## src/sv/md5_stream_hasher_unit_assert.svh

```systemverilog
// Assertion macros for the MD5 stream hasher.
`ifndef MD5_STREAM_HASHER_UNIT_ASSERT_SVH
`define MD5_STREAM_HASHER_UNIT_ASSERT_SVH
// Assert that a condition implies a consequence in the same cycle.
`define MD5_ASSERT_IMP(label, clk, rst_n, cond, cons, msg) \
	label: assert property (@(posedge clk) disable iff (!rst_n) (cond) |-> (cons)) \
		else $error(msg);
// Assert that a condition implies a consequence in the next cycle.
`define MD5_ASSERT_NEXT(label, clk, rst_n, cond, cons, msg) \
	label: assert property (@(posedge clk) disable iff (!rst_n) (cond) |=> (cons)) \
		else $error(msg);
`endif

```

## src/sv/md5sh_pkg.sv

```systemverilog
// Package with types, constants and round tables for the MD5 stream hasher.
package md5sh_pkg;
	localparam int unsigned QueueDepth = 2;
	localparam logic [31:0] InitA = 32'h67452301;
	localparam logic [31:0] InitB = 32'hefcdab89;
	localparam logic [31:0] InitC = 32'h98badcfe;
	localparam logic [31:0] InitD = 32'h10325476;
	localparam logic [7:0] PadByte = 8'h80;

	// Item as classified by the front end.
	typedef struct packed {
		logic [7:0] data_byte;
		logic       has_byte;
		logic       end_of_message;
	} md5sh_item_t;

	typedef enum logic [2:0] {
		ST_IDLE,
		ST_ROUND,
		ST_ADD,
		ST_PAD,
		ST_LEN,
		ST_OUT
	} md5sh_state_t;

	function automatic logic [31:0] round_const(input logic [5:0] i);
		logic [31:0] k [64];
		k = '{
			32'hd76aa478, 32'he8c7b756, 32'h242070db, 32'hc1bdceee,
			32'hf57c0faf, 32'h4787c62a, 32'ha8304613, 32'hfd469501,
			32'h698098d8, 32'h8b44f7af, 32'hffff5bb1, 32'h895cd7be,
			32'h6b901122, 32'hfd987193, 32'ha679438e, 32'h49b40821,
			32'hf61e2562, 32'hc040b340, 32'h265e5a51, 32'he9b6c7aa,
			32'hd62f105d, 32'h02441453, 32'hd8a1e681, 32'he7d3fbc8,
			32'h21e1cde6, 32'hc33707d6, 32'hf4d50d87, 32'h455a14ed,
			32'ha9e3e905, 32'hfcefa3f8, 32'h676f02d9, 32'h8d2a4c8a,
			32'hfffa3942, 32'h8771f681, 32'h6d9d6122, 32'hfde5380c,
			32'ha4beea44, 32'h4bdecfa9, 32'hf6bb4b60, 32'hbebfbc70,
			32'h289b7ec6, 32'heaa127fa, 32'hd4ef3085, 32'h04881d05,
			32'hd9d4d039, 32'he6db99e5, 32'h1fa27cf8, 32'hc4ac5665,
			32'hf4292244, 32'h432aff97, 32'hab9423a7, 32'hfc93a039,
			32'h655b59c3, 32'h8f0ccc92, 32'hffeff47d, 32'h85845dd1,
			32'h6fa87e4f, 32'hfe2ce6e0, 32'ha3014314, 32'h4e0811a1,
			32'hf7537e82, 32'hbd3af235, 32'h2ad7d2bb, 32'heb86d391
		};
		return k[i];
	endfunction

	function automatic logic [4:0] rot_amount(input logic [3:0] sel);
		logic [4:0] r [16];
		r = '{5'd7, 5'd12, 5'd17, 5'd22, 5'd5, 5'd9, 5'd14, 5'd20,
			5'd4, 5'd11, 5'd16, 5'd23, 5'd6, 5'd10, 5'd15, 5'd21};
		return r[sel];
	endfunction

	// Message word index used by a given round.
	function automatic logic [3:0] word_index(input logic [5:0] i);
		logic [3:0] g;
		case (i[5:4])
			2'd0: g = i[3:0];
			2'd1: g = 4'(5 * i[3:0] + 1);
			2'd2: g = 4'(3 * i[3:0] + 5);
			2'd3: g = 4'(7 * i[3:0]);
			default: g = i[3:0];
		endcase
		return g;
	endfunction
endpackage

```

## src/sv/md5sh_front.sv

```systemverilog
// Front end: input item queue between the stream port and the compression engine.
module md5sh_front #(
	parameter int unsigned DEPTH = md5sh_pkg::QueueDepth
) (
	input  logic                 clk,
	input  logic                 arst_n,
	input  logic                 in_valid,
	output logic                 in_ready,
	input  md5sh_pkg::md5sh_item_t in_item,
	output logic                 q_valid,
	input  logic                 q_pop,
	output md5sh_pkg::md5sh_item_t q_item
);
	localparam int unsigned AW = (DEPTH > 1) ? $clog2(DEPTH) : 1;
	md5sh_pkg::md5sh_item_t mem_q [DEPTH];
	logic [AW-1:0] wr_q, rd_q;
	logic [AW:0] cnt_q;
	logic push, pop;

	// Items with neither byte nor end do nothing and are dropped here.
	assign in_ready = (cnt_q != (AW+1)'(DEPTH));
	assign push = in_valid && in_ready && (in_item.has_byte || in_item.end_of_message);
	assign q_valid = (cnt_q != '0);
	assign pop = q_pop && q_valid;
	assign q_item = mem_q[rd_q];

	always_ff @(posedge clk) begin
		if (push) begin
			mem_q[wr_q] <= in_item;
		end
	end

	always_ff @(posedge clk or negedge arst_n) begin
		if (!arst_n) begin
			wr_q <= '0;
			rd_q <= '0;
			cnt_q <= '0;
		end else begin
			if (push) begin
				wr_q <= (wr_q == AW'(DEPTH - 1)) ? '0 : wr_q + 1'b1;
			end
			if (pop) begin
				rd_q <= (rd_q == AW'(DEPTH - 1)) ? '0 : rd_q + 1'b1;
			end
			cnt_q <= cnt_q + (AW+1)'(push) - (AW+1)'(pop);
		end
	end
endmodule

```

## src/sv/md5sh_back.sv

```systemverilog
// Back end: block buffer, padding sequencer and one-round-per-cycle MD5 engine.
module md5sh_back (
	input  logic                   clk,
	input  logic                   arst_n,
	input  logic                   q_valid,
	output logic                   q_pop,
	input  md5sh_pkg::md5sh_item_t q_item,
	output logic                   out_valid,
	input  logic                   out_ready,
	output logic [127:0]           out_digest,
	output logic                   busy
);
	md5sh_pkg::md5sh_state_t state_q, state_d;
	logic [31:0] words_q [16];
	logic [31:0] h_q [4];
	logic [31:0] a_q, b_q, c_q, d_q;
	logic [5:0] rnd_q;
	logic [60:0] total_q;
	logic fin_q;
	logic [5:0] pos_q;
	logic len_only_q;
	logic [127:0] dig_q;
	logic ovalid_q;

	// Round datapath.
	logic [31:0] f, t, rot, bnew;
	logic [4:0] s;
	always_comb begin
		case (rnd_q[5:4])
			2'd0: f = (b_q & c_q) | (~b_q & d_q);
			2'd1: f = (b_q & d_q) | (c_q & ~d_q);
			2'd2: f = b_q ^ c_q ^ d_q;
			default: f = c_q ^ (b_q | ~d_q);
		endcase
		t = a_q + f + words_q[md5sh_pkg::word_index(rnd_q)] + md5sh_pkg::round_const(rnd_q);
		s = md5sh_pkg::rot_amount({rnd_q[5:4], rnd_q[1:0]});
		rot = (t << s) | (t >> (6'd32 - {1'b0, s}));
		bnew = b_q + rot;
	end

	logic [63:0] bits;
	assign bits = {total_q, 3'b000};
	assign out_valid = ovalid_q;
	assign out_digest = dig_q;
	assign busy = (state_q != md5sh_pkg::ST_IDLE) || ovalid_q;

	// Next state and queue pop.
	always_comb begin
		state_d = state_q;
		q_pop = 1'b0;
		case (state_q)
			md5sh_pkg::ST_IDLE: begin
				if (q_valid && !ovalid_q) begin
					q_pop = 1'b1;
					if (q_item.has_byte && total_q[5:0] == 6'd63) begin
						state_d = md5sh_pkg::ST_ROUND;
					end else if (q_item.end_of_message) begin
						state_d = md5sh_pkg::ST_PAD;
					end
				end
			end
			md5sh_pkg::ST_ROUND: begin
				if (rnd_q == 6'd63) begin
					state_d = md5sh_pkg::ST_ADD;
				end
			end
			md5sh_pkg::ST_ADD: begin
				if (!fin_q) begin
					state_d = md5sh_pkg::ST_IDLE;
				end else if (pos_q == 6'd0) begin
					state_d = md5sh_pkg::ST_PAD;
				end else begin
					state_d = md5sh_pkg::ST_OUT;
				end
			end
			md5sh_pkg::ST_PAD: begin
				state_d = md5sh_pkg::ST_LEN;
			end
			md5sh_pkg::ST_LEN: begin
				state_d = md5sh_pkg::ST_ROUND;
			end
			md5sh_pkg::ST_OUT: begin
				state_d = md5sh_pkg::ST_IDLE;
			end
			default: state_d = md5sh_pkg::ST_IDLE;
		endcase
	end

	always_ff @(posedge clk or negedge arst_n) begin
		if (!arst_n) begin
			state_q <= md5sh_pkg::ST_IDLE;
		end else begin
			state_q <= state_d;
		end
	end

	// Control and payload registers. pos_q tracks padding: in ST_PAD it marks
	// the byte that gets 0x80; after padding it is zero while a length-only
	// block still follows and one once the length has been placed.
	// len_only_q marks that the next padded block holds only zeros and length.
	always_ff @(posedge clk or negedge arst_n) begin
		if (!arst_n) begin
			h_q <= '{md5sh_pkg::InitA, md5sh_pkg::InitB, md5sh_pkg::InitC, md5sh_pkg::InitD};
			total_q <= '0;
			rnd_q <= '0;
			fin_q <= 1'b0;
			pos_q <= '0;
			len_only_q <= 1'b0;
			ovalid_q <= 1'b0;
		end else begin
			if (ovalid_q && out_ready) begin
				ovalid_q <= 1'b0;
			end
			case (state_q)
				md5sh_pkg::ST_IDLE: begin
					if (q_pop) begin
						fin_q <= q_item.end_of_message;
						if (q_item.has_byte) begin
							total_q <= total_q + 61'd1;
						end
						pos_q <= q_item.has_byte ? total_q[5:0] + 6'd1 : total_q[5:0];
						if (q_item.has_byte) begin
							words_q[total_q[5:2]][8*total_q[1:0] +: 8] <= q_item.data_byte;
						end
						a_q <= h_q[0];
						b_q <= h_q[1];
						c_q <= h_q[2];
						d_q <= h_q[3];
						rnd_q <= '0;
					end
				end
				md5sh_pkg::ST_ROUND: begin
					a_q <= d_q;
					d_q <= c_q;
					c_q <= b_q;
					b_q <= bnew;
					rnd_q <= rnd_q + 6'd1;
				end
				md5sh_pkg::ST_ADD: begin
					h_q[0] <= h_q[0] + a_q;
					h_q[1] <= h_q[1] + b_q;
					h_q[2] <= h_q[2] + c_q;
					h_q[3] <= h_q[3] + d_q;
					a_q <= h_q[0] + a_q;
					b_q <= h_q[1] + b_q;
					c_q <= h_q[2] + c_q;
					d_q <= h_q[3] + d_q;
				end
				md5sh_pkg::ST_PAD: begin
					// A length-only block is cleared; otherwise 0x80 goes at pos_q
					// and zeros follow it.
					for (int w = 0; w < 16; w++) begin
						for (int b = 0; b < 4; b++) begin
							if (len_only_q || 6'(4*w+b) > pos_q) begin
								words_q[w][8*b +: 8] <= 8'h00;
							end else if (6'(4*w+b) == pos_q) begin
								words_q[w][8*b +: 8] <= md5sh_pkg::PadByte;
							end
						end
					end
					if (!len_only_q && pos_q > 6'd55) begin
						pos_q <= 6'd0;
						len_only_q <= 1'b1;
					end else begin
						pos_q <= 6'd1;
						len_only_q <= 1'b0;
					end
				end
				md5sh_pkg::ST_LEN: begin
					if (pos_q != 6'd0) begin
						words_q[14] <= bits[31:0];
						words_q[15] <= bits[63:32];
					end
					a_q <= h_q[0];
					b_q <= h_q[1];
					c_q <= h_q[2];
					d_q <= h_q[3];
					rnd_q <= '0;
				end
				md5sh_pkg::ST_OUT: begin
					dig_q <= {d_q, c_q, b_q, a_q};
					ovalid_q <= 1'b1;
					h_q <= '{md5sh_pkg::InitA, md5sh_pkg::InitB, md5sh_pkg::InitC,
						md5sh_pkg::InitD};
					total_q <= '0;
					fin_q <= 1'b0;
				end
				default: ;
			endcase
		end
	end
endmodule

```

## src/sv/md5_stream_hasher_unit.sv

```systemverilog
// Top level of the MD5 stream hasher: item queue plus compression back end.
//   channel | dir | tdata                                 | tuser    | tlast
//   s_axis  | in  | data_byte[7:0]                        | has_byte | end_of_message
//   m_axis  | out | digest_first_half, digest_second_half | none     | none
// A byte item leaves the queue and is written into the block buffer; the 64th byte
// of a block also starts the 64 rounds and an add step, and no item is taken meanwhile.
// End of message: a pad step, a length step, 64 rounds and an add per padded block,
// then an output step that makes the digest valid; the padding may spill into a
// second block.
// Reset clears control state and loads the MD5 initial chaining words.
// A stalled digest holds the engine; a queue of QUEUE_DEPTH entries (two by default) keeps taking items until full.
module md5_stream_hasher_unit #(
	parameter int unsigned QUEUE_DEPTH = md5sh_pkg::QueueDepth
) (
	input  logic         clk,
	input  logic         arst_n,
	input  logic         s_axis_tvalid,
	output logic         s_axis_tready,
	input  logic [7:0]   s_axis_tdata,  // data_byte[7:0]
	input  logic         s_axis_tuser,  // has_byte
	input  logic         s_axis_tlast,  // end_of_message
	output logic         m_axis_tvalid,
	input  logic         m_axis_tready,
	output logic [127:0] m_axis_tdata   // digest_first_half[63:0], digest_second_half
);
	`include "md5_stream_hasher_unit_assert.svh"

	md5sh_pkg::md5sh_item_t in_item, q_item;
	logic q_valid, q_pop, busy;

	assign in_item.data_byte = s_axis_tdata;
	assign in_item.has_byte = s_axis_tuser;
	assign in_item.end_of_message = s_axis_tlast;

	md5sh_front #(.DEPTH(QUEUE_DEPTH)) u_front (
		.clk(clk), .arst_n(arst_n),
		.in_valid(s_axis_tvalid), .in_ready(s_axis_tready), .in_item(in_item),
		.q_valid(q_valid), .q_pop(q_pop), .q_item(q_item)
	);

	md5sh_back u_back (
		.clk(clk), .arst_n(arst_n),
		.q_valid(q_valid), .q_pop(q_pop), .q_item(q_item),
		.out_valid(m_axis_tvalid), .out_ready(m_axis_tready),
		.out_digest(m_axis_tdata), .busy(busy)
	);

	`MD5_ASSERT_IMP(a_pop_needs_item, clk, arst_n, q_pop, q_valid, "pop from empty queue")
	`MD5_ASSERT_IMP(a_valid_busy, clk, arst_n, m_axis_tvalid, busy, "digest shown while idle")
	`MD5_ASSERT_NEXT(a_digest_held, clk, arst_n, m_axis_tvalid && !m_axis_tready,
		$stable(m_axis_tdata), "stalled digest changed")
endmodule
```

## config.mk

```make
export PLATFORM = sky130hd
export DESIGN_NAME = md5_stream_hasher_unit
export DESIGN_NICKNAME = d
export VERILOG_FILES = /design/src/sv/md5sh_pkg.sv /design/src/sv/md5sh_front.sv /design/src/sv/md5sh_back.sv /design/src/sv/md5_stream_hasher_unit.sv
export VERILOG_INCLUDE_DIRS = /design/src /design/src/sv
export SDC_FILE = /design/constraint.sdc
export NUM_CORES = 2
export LEC_CHECK = 0
export ABC_CLOCK_PERIOD_IN_PS = 13570
export BUFFER_PORTS_ARGS = -buffer_cell sky130_fd_sc_hd__clkbuf_2
export CORE_UTILIZATION = 47
export CTS_CLUSTER_SIZE = 10
export DETAILED_ROUTE_END_ITERATION = 16
export PLACE_DENSITY = 0.75
export SYNTH_ARGS = -nofsm -noshare
export SYNTH_HDL_FRONTEND = slang
export SYNTH_HIERARCHICAL = 1
export SYNTH_SLANG_ARGS = --single-unit
```

## constraint.sdc

```tcl
create_clock -name clk -period 13.57 [get_ports clk]
set_input_delay 3.3925 -clock clk [delete_from_list [all_inputs] [get_ports clk]]
set_output_delay 3.3925 -clock clk [all_outputs]
set_load 0.1 [all_outputs]
```

==> summary.txt <==
Status = complete, no violations
Htree depth = 3
Routed WL per cell = 24.8 microns
R2R Path Start = u_back/rnd_q[0]
Post-CTS Resized = 0
Period utilization = 92.5%
R2r setup slk = 1.02 ns
Row cnt = 132
Reg2reg path depth = 39
Final slew viol count = 0
CP endpoint kind = flop
Tot GR Track Use = 32.2%
DRC viols = 0
TNS Setup = 0 ns
Initial DRC count = 7,330
Hold_sp = u_back/words_q[2][5]
Worst path buffer plus inverter count = 6
Startpoint types = flop
Die W = 365 microns
Slew HR = 9.22%
TritonCTS clock tree = done
Maximum clock frequency = 79.7 MHz
Final setup viols = 0
Core Region = 130,000 sq um
Layout cells sized above 1 = 9.36%
Io pins = 144
Crit Path Class = reg -> reg
Post-synthesis instance area = 62,100 sq um
Worst reg2reg path endpoint = u_back/b_q[31]
First-pass GRT wire length = 327 mm
RSZ-0062 raised after global routing = false
Routed WL = 220 mm
Worst Path Required = 14.03 ns
CTS Sinks = 999
Die ar. = 133,000 sq um
Reg clk slew, reported paths = 0.06 ns
Worst skew pair latency = 0.79 ns
Number of global-route vias before repair = 52,919
Root buffer cell = clkbuf_16
Crit-path slowest cell = mux4_4
Layout area overhead = 9.10%
Initial antenna violation count = 10
Slew @ Worst Pin = 1.35 ns
Die height = 365 microns
Hold crit path type = reg -> reg
Pre-antenna DRT Iters = 6
Crit-path max FO = 52
Maximum buffer depth of the clock tree = 3
Vias/cell = 6.39
Final Hold Vio Count = 0
Crit path max-delay family = compound AO/OA/AOI/OAI gates
Initial Util = 47.6%
Global placement routability congestion = 1.01
Syn nets = 7,435
Hold endpoint = u_back/words_q[2][5]
MaxCap Viol Count = 0
Critical path origin = u_back/rnd_q[0]
GRT overflow = 0
Hpwl dp = 158 mm
Largest net degree at the start of global routing = 87
Cells on Worst Hold Path = 2
TritonCTS Buffers = 115
Crit-path max cell delay = 0.92 ns
Synth Warn # = 6
CP arrival = 13.01 ns
Via count = 56,609
Final ANT Viol Nets = 0
# port buffers = 143
Nets = 7,350
Most numerous cell on the critical path = inv_1
Setup Fix Bufs, Post-CTS = 0
Tmin final = 12.55 ns
Mean area per synthesized cell = 8.72 sq um
CTS Hold Bufs = 0
Cells after Synth = 7,113
Final worst clock skew = 0.0792 ns
[worst max-delay path by stage]
| stage | endpoint | cells past startpoint |
|---|---|---|
| final | u_back/b_q[31] | 39 |
| after global routing | u_back/b_q[31] | 38 |
| after CTS | u_back/b_q[31] | 39 |
| after detailed placement | u_back/b_q[31] | 39 |
| after global placement | u_back/b_q[31] | 38 |
| after floorplan | u_back/b_q[31] | 44 |
[through the flow]
step	worst slack, ns	instance area, sq um	hold WS (ns)	cells	util (%)
finish	1.02	67700	0.481	8860	52.0
global route	0.495	67700	0.498	8859	52.0
CTS	1.24	67700	0.483	8858	52.0
detailed placement	1.27	64200	0.470	8653	49.3
global placement	1.53	64200	0.461	8653	49.3
floorplan	2.11	62100	0.424	7113	-
[worst reg2reg max path: cells and delay by family, from the launching register on]
| kind | cells | cell delay, ns |
|---|---|---|
| compound gates | 16 | 4.86 |
| fa+ha+maj | 6 | 2.82 |
| mux | 3 | 1.49 |
| simple gates | 5 | 1.15 |
| buf+inv | 6 | 1.00 |
| xor+xnor | 3 | 0.62 |
| flops | 1 | 0.34 |
[cells in the final DEF, fill, tap and decap left out, types with 57 or more instances in the layout]
cell type  count
a211oi_1      88
a21o_1       101
a21oi_1      769
a22oi_1       87
a31oi_1       57
buf_4         87
clkbuf_1      69
clkbuf_16    116
clkbuf_2     142
dfrtp_1      143
dfstp_2       64
dfxtp_1      396
edfxtp_1     392
fa_1          73
ha_1         235
inv_1        215
mux2i_1       76
mux4_2       142
nand2_1      857
nand2b_1      68
nand3_1      147
nor2_1      1207
nor2b_1       74
nor3_1        99
o211ai_1      65
o21ai_0      351
xnor2_1      160
xor2_1       115
[area by class of cell]
| type | count | area, sq um |
|---|---|---|
| multi-input combinational | 5461 | 34700 |
| sequential | 999 | 25100 |
| clock inverter | 14 | 250 |
| antenna | 2 | 5.00 |
| tap | 1742 | 2180 |
| clock buffer | 191 | 3240 |
| inverter | 217 | 815 |
| fill | 11736 | 62600 |
| timing repair buffer | 234 | 1460 |
[state kept, by name (all words and copies together) (netlist names)]
register           count
u_back/words_q       512
u_back/h_q           128
u_back/out_digest    128
u_back/total_q        61
u_back/a_q            32
u_back/b_q            32
u_back/c_q            32
u_back/d_q            32
u_front/mem_q         20
u_back/pos_q           6
u_back/rnd_q           6
u_back/state_q         3
u_front/cnt_q          2
u_back/fin_q           1
u_back/len_only_q      1
u_back/out_valid       1
u_front/rd_q           1
u_front/wr_q           1
[routing by layer]
| layer | share of wire [%] | up-vias | global-route usage (%) |
|---|---|---|---|
| met5 | 0 | - | 0 |
| met4 | 6.9 | 0 | 19.8 |
| met3 | 10 | 696 | 6.33 |
| met2 | 45 | 3347 | 51.0 |
| met1 | 38 | 27305 | 40.6 |
| li1 | - | 25261 | - |
Power is left out: the tool's default activity adds up to more than one toggle a clock period on the data nets, which glitch-free logic cannot reach.
